--- config.mk ---
export PLATFORM = sky130hd
export DESIGN_NAME = nfc_response_frame_parser
export DESIGN_NICKNAME = d
export VERILOG_FILES = /design/src/rtl/nfcrp_pkg.sv /design/src/rtl/nfc_response_frame_parser.sv /design/src/rtl/nfcrp_parse.sv
export SDC_FILE = /design/constraint.sdc
export NUM_CORES = 1
export LEC_CHECK = 0
export ABC_AREA = 1
export BUFFER_PORTS_ARGS = -buffer_cell sky130_fd_sc_hd__buf_2
export CAP_MARGIN = 20
export CORE_MARGIN = 3
export CORE_UTILIZATION = 44
export CTS_BUF_LIST = sky130_fd_sc_hd__clkbuf_8 sky130_fd_sc_hd__clkbuf_16
export CTS_CLUSTER_DIAMETER = 40
export DETAILED_ROUTE_END_ITERATION = 7
export PLACE_DENSITY_LB_ADDON = 0.1
export REMOVE_ABC_BUFFERS = 1
export SETUP_SLACK_MARGIN = 0.2
export SYNTH_ARGS = -nofsm -noshare
export SYNTH_HDL_FRONTEND = slang
export SYNTH_SLANG_ARGS = --single-unit
--- constraint.sdc ---
create_clock -name clk_i -period 4.4 [get_ports clk_i]
set_input_delay 0.22 -clock clk_i [delete_from_list [all_inputs] [get_ports clk_i]]
set_output_delay 0.22 -clock clk_i [all_outputs]
set_load 0.05 [all_outputs]
--- src/rtl/nfcrp_pkg.sv ---
package nfcrp_pkg;

  // Fixed bytes of a normal information frame sent toward the host.
  localparam logic [7:0] FramePreamble  = 8'h00;
  localparam logic [7:0] FrameStart1    = 8'h00;
  localparam logic [7:0] FrameStart2    = 8'hFF;
  localparam logic [7:0] FrameDirToHost = 8'hD5;

  // Configuration register indexes.
  localparam logic CfgSentCommand = 1'b0;
  localparam logic CfgBufCapacity = 1'b1;

  typedef enum logic [3:0] {
    PH_IDLE   = 4'd0,
    PH_START1 = 4'd1,
    PH_START2 = 4'd2,
    PH_LEN    = 4'd3,
    PH_LCS    = 4'd4,
    PH_TFI    = 4'd5,
    PH_CODE   = 4'd6,
    PH_DATA   = 4'd7,
    PH_DCS    = 4'd8,
    PH_POST   = 4'd9
  } phase_e;

  typedef enum logic [1:0] {
    ST_OK      = 2'd0,
    ST_INVALID = 2'd1,
    ST_NOSPACE = 2'd2
  } status_e;

  // Parser context carried from one byte to the next.
  typedef struct packed {
    phase_e     phase;
    logic [7:0] bytes_left;
    logic [7:0] frame_length;
    logic [7:0] running_sum;
    logic       overflow;
  } ctx_t;

  // One result item.
  typedef struct packed {
    logic       payload_valid;
    logic [7:0] payload_byte;
    logic       frame_done;
    status_e    frame_status;
    logic [7:0] payload_count;
  } res_t;

endpackage

--- src/rtl/nfc_response_frame_parser.sv ---
// Response frame parser for a near-field controller link.
// Received bytes enter on the s_axis channel, one byte per transaction; tuser
// marks the first byte (the preamble) of a frame and restarts the parser.
// Results leave on the m_axis channel: either a payload byte (tuser high)
// or the frame end (tlast high) with a status of ok, invalid or no space and
// the payload count. A byte that neither ends a frame nor carries payload
// produces no output transaction.
// Each accepted byte is held in an input register, parsed by one level of
// logic, and its result is written to an output register. With
// m_axis_tready held high one byte is accepted every cycle; the rate is set
// by the single parse stage. When the receiver stalls, the output register
// holds its result and the input register holds at most one more byte,
// after which s_axis_tready drops until the output is taken.
// The configuration port writes the sent command code (index 0) and the
// buffer capacity (index 1); write it only while no frame is in flight, as
// the block itself does not enforce this. Reset clears the parser to idle,
// the command code to 0, the capacity to 255, and empties both registers.
module nfc_response_frame_parser (
  input  logic        clk_i,
  input  logic        rst_ni,
  // Receive byte channel.
  input  logic        s_axis_tvalid,
  output logic        s_axis_tready,
  input  logic [7:0]  s_axis_tdata,  // [7:0] rx_byte
  input  logic        s_axis_tuser,  // [0] frame_start
  // Result channel.
  output logic        m_axis_tvalid,
  input  logic        m_axis_tready,
  output logic [23:0] m_axis_tdata,  // [7:0] payload_byte, [9:8] frame_status,
                                     // [17:10] payload_count, [23:18] zero
  output logic        m_axis_tuser,  // [0] payload_valid
  output logic        m_axis_tlast,  // frame_done
  // Configuration write port.
  input  logic        cfg_we_i,
  input  logic        cfg_index_i,
  input  logic [7:0]  cfg_data_i
);
  import nfcrp_pkg::*;

  logic       cmd_we;
  logic [7:0] sent_cmd_q;
  logic [7:0] buf_cap_q;

  logic       in_valid_q;
  logic [7:0] in_byte_q;
  logic       in_start_q;

  ctx_t       ctx_q;
  ctx_t       ctx_d;

  logic       out_valid_q;
  res_t       out_q;
  logic       res_valid;
  res_t       res;

  logic       advance;
  logic       accept;

  // The input byte moves through the parser when the output register is
  // free or is being emptied in this cycle.
  assign advance       = in_valid_q && (!out_valid_q || m_axis_tready);
  assign s_axis_tready = !in_valid_q || advance;
  assign accept        = s_axis_tvalid && s_axis_tready;

  // Configuration registers.
  assign cmd_we = cfg_we_i && (cfg_index_i == CfgSentCommand);
  always_ff @(posedge clk_i or negedge rst_ni) begin
    if (!rst_ni) begin
      sent_cmd_q <= 8'd0;
      buf_cap_q  <= 8'd255;
    end else begin
      if (cmd_we) begin
        sent_cmd_q <= cfg_data_i;
      end
      if (cfg_we_i && (cfg_index_i == CfgBufCapacity)) begin
        buf_cap_q <= cfg_data_i;
      end
    end
  end

  // Input register.
  always_ff @(posedge clk_i or negedge rst_ni) begin
    if (!rst_ni) begin
      in_valid_q <= 1'b0;
    end else if (accept) begin
      in_valid_q <= 1'b1;
    end else if (advance) begin
      in_valid_q <= 1'b0;
    end
  end

  always_ff @(posedge clk_i) begin
    if (accept) begin
      in_byte_q  <= s_axis_tdata;
      in_start_q <= s_axis_tuser;
    end
  end

  nfcrp_parse u_parse (
    .cur_i          (ctx_q),
    .rx_byte_i      (in_byte_q),
    .frame_start_i  (in_start_q),
    .sent_command_i (sent_cmd_q),
    .buf_capacity_i (buf_cap_q),
    .nxt_o          (ctx_d),
    .res_valid_o    (res_valid),
    .res_o          (res)
  );

  // Parser context advances once per byte.
  always_ff @(posedge clk_i or negedge rst_ni) begin
    if (!rst_ni) begin
      ctx_q <= '{phase: PH_IDLE, bytes_left: 8'd0, frame_length: 8'd0,
                 running_sum: 8'd0, overflow: 1'b0};
    end else if (advance) begin
      ctx_q <= ctx_d;
    end
  end

  // Output register.
  always_ff @(posedge clk_i or negedge rst_ni) begin
    if (!rst_ni) begin
      out_valid_q <= 1'b0;
    end else if (advance) begin
      out_valid_q <= res_valid;
    end else if (m_axis_tready) begin
      out_valid_q <= 1'b0;
    end
  end

  always_ff @(posedge clk_i) begin
    if (advance && res_valid) begin
      out_q <= res;
    end
  end

  assign m_axis_tvalid = out_valid_q;
  assign m_axis_tdata  = {6'd0, out_q.payload_count, out_q.frame_status, out_q.payload_byte};
  assign m_axis_tuser  = out_q.payload_valid;
  assign m_axis_tlast  = out_q.frame_done;

endmodule

--- src/rtl/nfcrp_parse.sv ---
module nfcrp_parse (
  input  nfcrp_pkg::ctx_t cur_i,
  input  logic [7:0]      rx_byte_i,
  input  logic            frame_start_i,
  input  logic [7:0]      sent_command_i,
  input  logic [7:0]      buf_capacity_i,
  output nfcrp_pkg::ctx_t nxt_o,
  output logic            res_valid_o,
  output nfcrp_pkg::res_t res_o
);
  import nfcrp_pkg::*;

  logic [7:0] code;
  logic [7:0] left_dec;
  logic       lcs_ok;
  logic       dcs_ok;

  assign code     = 8'(sent_command_i + 8'd1);
  assign left_dec = 8'(cur_i.bytes_left - 8'd1);
  assign lcs_ok   = (8'(cur_i.frame_length + rx_byte_i) == 8'd0);
  assign dcs_ok   = cur_i.overflow || (8'(cur_i.running_sum + rx_byte_i) == 8'd0);

  // Next context.
  always_comb begin
    nxt_o = cur_i;
    if (frame_start_i) begin
      nxt_o.bytes_left   = '0;
      nxt_o.frame_length = '0;
      nxt_o.running_sum  = '0;
      nxt_o.overflow     = 1'b0;
      nxt_o.phase        = (rx_byte_i == FramePreamble) ? PH_START1 : PH_IDLE;
    end else begin
      unique case (cur_i.phase)
        PH_IDLE: begin
          nxt_o.phase = PH_IDLE;
        end
        PH_START1: begin
          nxt_o.phase = (rx_byte_i == FrameStart1) ? PH_START2 : PH_IDLE;
        end
        PH_START2: begin
          nxt_o.phase = (rx_byte_i == FrameStart2) ? PH_LEN : PH_IDLE;
        end
        PH_LEN: begin
          nxt_o.frame_length = rx_byte_i;
          nxt_o.phase        = PH_LCS;
        end
        PH_LCS: begin
          if (lcs_ok) begin
            nxt_o.frame_length = 8'(cur_i.frame_length - 8'd2);
            nxt_o.phase        = PH_TFI;
          end else begin
            nxt_o.phase = PH_IDLE;
          end
        end
        PH_TFI: begin
          nxt_o.phase = (rx_byte_i == FrameDirToHost) ? PH_CODE : PH_IDLE;
        end
        PH_CODE: begin
          if (rx_byte_i == code) begin
            nxt_o.overflow    = cur_i.frame_length > buf_capacity_i;
            nxt_o.running_sum = 8'(FrameDirToHost + code);
            nxt_o.bytes_left  = cur_i.frame_length;
            nxt_o.phase       = (cur_i.frame_length == 8'd0) ? PH_DCS : PH_DATA;
          end else begin
            nxt_o.phase = PH_IDLE;
          end
        end
        PH_DATA: begin
          nxt_o.bytes_left = left_dec;
          if (left_dec == 8'd0) begin
            nxt_o.phase = PH_DCS;
          end
          if (!cur_i.overflow) begin
            nxt_o.running_sum = 8'(cur_i.running_sum + rx_byte_i);
          end
        end
        PH_DCS: begin
          nxt_o.phase = dcs_ok ? PH_POST : PH_IDLE;
        end
        PH_POST: begin
          nxt_o.phase = PH_IDLE;
        end
        default: begin
          nxt_o.phase = PH_IDLE;
        end
      endcase
    end
  end

  // Result for this byte, if any.
  always_comb begin
    res_valid_o         = 1'b0;
    res_o.payload_valid = 1'b0;
    res_o.payload_byte  = '0;
    res_o.frame_done    = 1'b0;
    res_o.frame_status  = ST_OK;
    res_o.payload_count = '0;
    if (frame_start_i) begin
      if (rx_byte_i != FramePreamble) begin
        res_valid_o        = 1'b1;
        res_o.frame_done   = 1'b1;
        res_o.frame_status = ST_INVALID;
      end
    end else begin
      unique case (cur_i.phase) inside
        PH_START1, PH_START2, PH_LCS, PH_TFI, PH_CODE, PH_DCS: begin
          if ((cur_i.phase == PH_START1 && rx_byte_i != FrameStart1) ||
              (cur_i.phase == PH_START2 && rx_byte_i != FrameStart2) ||
              (cur_i.phase == PH_LCS    && !lcs_ok) ||
              (cur_i.phase == PH_TFI    && rx_byte_i != FrameDirToHost) ||
              (cur_i.phase == PH_CODE   && rx_byte_i != code) ||
              (cur_i.phase == PH_DCS    && !dcs_ok)) begin
            res_valid_o        = 1'b1;
            res_o.frame_done   = 1'b1;
            res_o.frame_status = ST_INVALID;
          end
        end
        PH_DATA: begin
          if (!cur_i.overflow) begin
            res_valid_o         = 1'b1;
            res_o.payload_valid = 1'b1;
            res_o.payload_byte  = rx_byte_i;
          end
        end
        PH_POST: begin
          res_valid_o         = 1'b1;
          res_o.frame_done    = 1'b1;
          res_o.frame_status  = cur_i.overflow ? ST_NOSPACE : ST_OK;
          res_o.payload_count = cur_i.frame_length;
        end
        default: begin
          res_valid_o = 1'b0;
        end
      endcase
    end
  end

endmodule

[After elaboration in Yosys (flattened, before gate mapping)]
Cells that the tools add are included.
W data, S select, Z words.
Storage, ports and cells
  flip-flop bits (word level): 76
  latch bits: 0
  RAM bits: 0
  bits in read-only memories: 0
  input bits: 23
  output and inout bits: 28
  logic and storage cells: 123
  memories kept: 0
Cells by class
  add/sub/neg operators: 6
  multiply operators: 0
  div/mod/pow operators: 0
  $lt $le $gt $ge: 1
  equal/unequal tests: 19
  shifts and indexed selects: 0
  mux-type cells: 34
  bitwise operators: 3
  reductions and logical operators: 44
Operator list (number)
  $pmux W8 S2: 3
  $logic_not A8 Y1: 5
  $pmux W4 S8: 1
  $mux W29: 1
  $mux W8: 3
  $mux W9: 2
  $add A8 B8 Y8: 2
  $eq A4 B3 Y1 const B: 4
  $eq A8 B8 Y1 const B: 2
  $mux W4: 4
  $ne A8 B8 Y1 const B: 2
  $mux W3: 5
  $logic_and A1 B1 Y1: 11
  $mux W1: 10
  $ne A3 B2 Y1 const B: 3
  $reduce_and A3 Y1: 3
  $add A8 B1 Y8 const B: 1
  $add A8 B8 Y8 const A: 1
  $eq A4 B2 Y1 const B: 2
  $eq A4 B4 Y1 const B: 2
  $eq A8 B8 Y1: 1
  $gt A8 B8 Y1: 1
  $logic_or A1 B1 Y1: 8
  $ne A8 B8 Y1: 1
  17 further kinds: 29

[Depth between registers and ports, before layout]
  word-level depth: 12
  mapped depth: 17
  gate-level depth less buffers: 17

[Cells and area by module]
A second synthesis with hierarchy kept.
Second synthesis, totals
  cells, all modules: 843
  area total of the unflattened synthesis: 5830.6 µm²
By module, submodules not included
  nfcrp_parse: times used 1, cells an instance 608, area each 3062.9 µm², sequential area each 0.0 µm²
  nfc_response_frame_parser: times used 1, cells an instance 235, area each 2767.7 µm², sequential area each 2057.0 µm²

[Worst setup path before layout]
No wires, ideal clock.
  path kind: register -> register
  start point: register in_byte_q[0]
  end point: register out_q (netlist bit m_axis_tdata[0]), enable pin
  setup time: 0.336 ns
  arrival time: 2.441 ns
  required time: 4.064 ns
  path slack: 1.623 ns
  cell stages (with the launch flop): 16
  path buffers: 0
  clock period less this slack: 2.777 ns
  cells stage by stage: edfxtp_1 -> ha_1 -> fa_1 -> or2_2 -> nor2_1 -> nand2_1 -> nor2_1 -> nand2_1 -> nor2_1 -> nand2_1 -> nand2_1 -> nand3_1 -> nor2_1 -> nand2_1 -> nand2_1 -> inv_1
On the way
  cells in the longest elaborated chain, start to end: 12
  elaborated cells on any way between the ends: 27
  those cells by class: 2 x add/sub; 3 x eq/ne; 4 x mux; 18 x reduce/logical
Ends and longest elaborated chain
  start: declaration: line nfc_response_frame_parser.sv:45  | logic [7:0] in_byte_q;
  start signal: assignment: line nfc_response_frame_parser.sv:94  | in_byte_q <= s_axis_tdata;
  $add A8 B8 Y8: line nfcrp_parse.sv:20  | assign lcs_ok = (8'(cur_i.frame_length + rx_byte_i) == 8'd0);
  $logic_not A8 Y1: line nfcrp_parse.sv:20
  $logic_not A1 Y1: line nfcrp_parse.sv:109  | (cur_i.phase == PH_LCS && !lcs_ok) ||
  $logic_and A1 B1 Y1: line nfcrp_parse.sv:109
  $logic_or A1 B1 Y1: line nfcrp_parse.sv:108  | (cur_i.phase == PH_START2 && rx_byte_i != FrameStart2) ||
  $logic_or A1 B1 Y1: line nfcrp_parse.sv:109
  $logic_or A1 B1 Y1: line nfcrp_parse.sv:110  | (cur_i.phase == PH_TFI && rx_byte_i != FrameDirToHost) ||
  $logic_or A1 B1 Y1: line nfcrp_parse.sv:111  | (cur_i.phase == PH_CODE && rx_byte_i != code) ||
  $mux W1: line nfcrp_parse.sv:107  | if ((cur_i.phase == PH_START1 && rx_byte_i != FrameStart1) ||
  $pmux W1 S3: line nfcrp_parse.sv:105  | unique case (cur_i.phase) inside
  $mux W1 (*): line nfcrp_parse.sv:98  | if (frame_start_i) begin
  $logic_and A1 B1 Y1 (*): line nfc_response_frame_parser.sv:132  | if (advance && res_valid) begin
  end signal: assignment: line nfc_response_frame_parser.sv:133  | out_q <= res;
  end: declaration: line nfc_response_frame_parser.sv:52  | res_t out_q;
Every way passes the cells marked *; elsewhere a longest branch is shown, timed or not.
A chain may end at the register's enable or synchronous reset.

[Worst setup path in the final report]
  start point: register in_byte_q[0]
  end point: register out_q (netlist bit m_axis_tdata[7]), enable pin
The elaborated chain is that of the path after synthesis.

==> impl_metrics.py <==
metrics = {
    "job": {
        "maxCapViolations": 0,
    },
    "cells_and_area": {
        "drive_above_1_share_pct": 15.2,
        "register_area_sq_um": 2060,
        "nets": 780,
        "multiInputGateArea_sq_um": 2620,
        "fillerInstances": 1112,
        "area_growth_pct": 11.6,
        "antenna_cells": 0,
        "final_util_pct": 50.5,
    },
    "setup_path": {
        "r2r_end": "m_axis_tdata[7]",
        "r2r_start": "in_byte_q[0]",
        "crit_family": "simple AND/OR/NAND/NOR gates",
        "rrSetupSlack_ps": 1260,
        "cp-start-kind": "flop",
        "required_ps": 4380,
        "slowest_stage": "edfxtp_1",
        "cp_num_buf_inv": 1,
        "crit_cells": 15,
        "reg2reg_depth": 15,
        "crit_chain": "ha_1, fa_1, or2_2, nor2_1, nand2_1, nor2_1, nand2_1, nor2_1, nand2_1, nand2_1, nand3_1, nor2_1, nand2_1, nand2_1, inv_1",
        "critPathMostFrequentCell": "nand2_1",
        "cp_max_fo": 20,
        "arrival_ps": 3120,
        "crit_path_end_kind": "flop",
        "crit_type": "flop to flop",
        "crit_path_max_incr_delay_ps": 490,
    },
    "min_path": {
        "worstHoldPathType": "input port to async pin",
    },
    "sta": {
        "hold_viol_final": 16,
        "max_slew_margin_pct": 52.3,
        "min_period_ps": 3140,
        "max_freq_mhz": 319,
        "setup-violations-final": 0,
        "worst_pin_slew_ps": 709,
        "hold_slack_ps": -42.2,
        "finalSetupTns_ps": 0,
        "finalClockSkew_ps": 9.90,
        "min_period_over_period_pct": 71.4,
        "rsz0062_at_grt": "no",
        "drv_slew": 0,
    },
    "yosys": {
        "synth_top_area_share_pct": 18.8,
        "synth_top_cell_by_area": "dfrtp_1",
        "seq_area_frac_synth_pct": 39.6,
        "syn_avg_cell_area_sq_um": 7.64,
        "netlist_area_sq_um": 5190,
        "synth-seq-cells": 76,
        "syn-instance-count": 679,
        "synthTopCellsByArea": "dfrtp_1 19%, edfxtp_1 17%, nand2_1 13%",
        "synth_cell_types": 50,
        "yosys_warnings": 0,
    },
    "clock_tree": {
        "root_buffer": "clkbuf_16",
        "clk_pin_slew_ps": 60,
        "clk_latency_ps": 350,
        "cts_buffers": 9,
        "cts_tree": "yes",
        "htreeDepth": 3,
        "cts_resized": 0,
        "cts_hold_buf": 0,
        "clock_path_buffers": 2,
        "cts_setup_buffers": 0,
        "cts_sinks": 76,
    },
    "global_route": {
        "antenna_found_initial": 0,
        "grt_max_degree": 48,
        "grt_pass1_vias": 4314,
        "grt_usage_pct": 21.7,
        "grt_pass1_wl_um": 21900,
        "overflow": 0,
    },
    "detailed_routing": {
        "via_per_inst": 5.14,
        "dr.pass1.iters": 6,
        "drc_errors": 0,
        "ant_nets": 0,
        "wirelength_um": 13000,
        "wl_per_cell_um": 14.9,
        "vias": 4495,
        "drt-initial-drc-count": 298,
    },
    "power": {
        "seq_power_share_pct": 36.0,
        "p_leak_uw": 0.00289,
        "p_comb_share_pct": 40.9,
        "power_density_nw_per_um2": 502,
        "clkPwrFrac_pct": 23.2,
        "peakVddDrop_uv": 358,
        "power_uw": 2910,
        "intPower_uw": 1680,
        "net-switching-power_uw": 1220,
        "swShare_pct": 42.1,
    },
    "outcome": {
        "status": "complete, but fails checks",
        "violations": "hold timing",
    },
    "floorplan": {
        "start_util_pct": 45.2,
        "chipHeight_um": 115,
        "ioPinCount": 51,
        "die_x_um": 115,
        "placementRows": 39,
        "dieArea_sq_um": 13100,
        "coreArea_sq_um": 11500,
    },
    "placed_design": {
        "gp_congestion": 0.953,
        "hpwl_um": 10200,
        "numPortBuffers": 44,
    },
}
-- state kept, by name, indices dropped and copies added, names as in the netlist --
signal,count
buf_cap_q,8
ctx_q,29
in_byte_q,8
in_start_q,1
in_valid_q,1
m_axis_tdata,18
m_axis_tlast,1
m_axis_tuser,1
m_axis_tvalid,1
sent_cmd_q,8
-- routing by layer --
metal	vias up	track usage, %	share of wire (%)
li1	2279	-	-
met3	21	3.07	4.2
met2	107	34.6	46
met5	-	0	0
met4	0	8.95	2.2
met1	2088	29.6	47
-- worst max path at each step --
stage	from	to	slack, ps
after floorplan	in_byte_q[0]	m_axis_tdata[0]	1620
after global placement	in_byte_q[0]	m_axis_tdata[4]	1330
after detailed placement	in_byte_q[0]	m_axis_tdata[7]	1230
after CTS	in_byte_q[0]	m_axis_tdata[7]	1220
after global routing	in_byte_q[0]	m_axis_tdata[6]	910
final	in_byte_q[0]	m_axis_tdata[7]	1260
-- worst reg2reg max path, delay by kind of cell (launching register included) --
family	cells	cell delay (ps)
adder cells (fa/ha/maj)	2	710
buffers and inverters	1	300
flip-flops	1	490
AND/OR/NAND/NOR	12	1280
-- logic make-up (layout without fill, tap and decap cells) --
family,Yosys count,in the layout,synth area share [%]
adder cells (fa/ha/maj),30,30,7.52
AO/OA/AOI/OAI,94,94,11.3
flip-flops,76,76,39.6
XOR/XNOR,17,17,2.87
other,1,6,0.0723
buffers and inverters,128,176,10.2
AND/OR/NAND/NOR,333,333,28.5
-- per-stage QoR --
step	instances	cell area, sq um	hold WS [ps]	setup slack (ps)
after global placement	859	5530	369	1330
after CTS	875	5790	12.3	1220
after floorplan	669	5100	-75.6	1620
after detailed placement	859	5530	378	1230
final	875	5790	-42.2	1260
after global routing	875	5790	30.8	908
-- cell usage after synthesis (all sizes together) --
library cell,number
clkinv,2
a31oi,1
nor4,2
a22oi,6
dfstp,8
nor2,69
inv,111
buf,10
a32oi,1
clkbuf,5
nand2,192
dfrtp,39
fa,2
o22ai,8
o221ai,1
nand3b,5
edfxtp,29
o21ai,50
xnor2,7
and2,1
conb,1
or2,2
nand4,12
nor3,8
ha,28
o31ai,1
a221oi,1
xor2,10
o211ai,3
nand3,42
a21oi,19
a211oi,1
a32o,1
a311oi,1
-- cell usage in the layout (no fill, tap or decap), types with 3 or more instances in the layout --
cell type,count
clkbuf_16,9
nand3_1,37
buf_2,44
o21ai_0,33
a21oi_2,3
clkinv_2,3
inv_1,105
xnor2_1,7
buf_4,3
dfrtp_1,39
o22ai_1,8
nand4_1,12
xor2_1,10
nor3_1,6
nor2_2,4
nand3b_1,5
o21ai_2,8
ha_1,28
inv_2,9
nor2_1,64
conb_1,6
nand2_1,183
dfstp_2,8
edfxtp_1,29
nand3_2,3
o21ai_1,9
a22oi_1,6
a21oi_1,16
nand2_2,9
-- layout make-up --
cell class | count | share of cell area (%)
clock inverters | 6 | 0.432
well taps | 143 | 3.09
repair buffers | 47 | 4.19
inverters | 113 | 7.35
flip-flops and latches | 76 | 35.5
clock buffers | 10 | 4.13
multi-input cells | 480 | 45.3
-- power by group through the flow --
| stage | logic [uW] | registers, uW | clock network, uW |
|---|---|---|---|
| 2_1_floorplan | 831 | 1120 | 0 |
| 3_3_place_gp | 1170 | 1060 | 0 |
| 3_5_place_dp | 1190 | 1060 | 0 |
| 4_1_cts | 1190 | 1050 | 689 |
| 5_1_grt | 1360 | 1070 | 722 |
| 6_report | 1190 | 1050 | 673 |
Power figures use the tool's default switching activity.
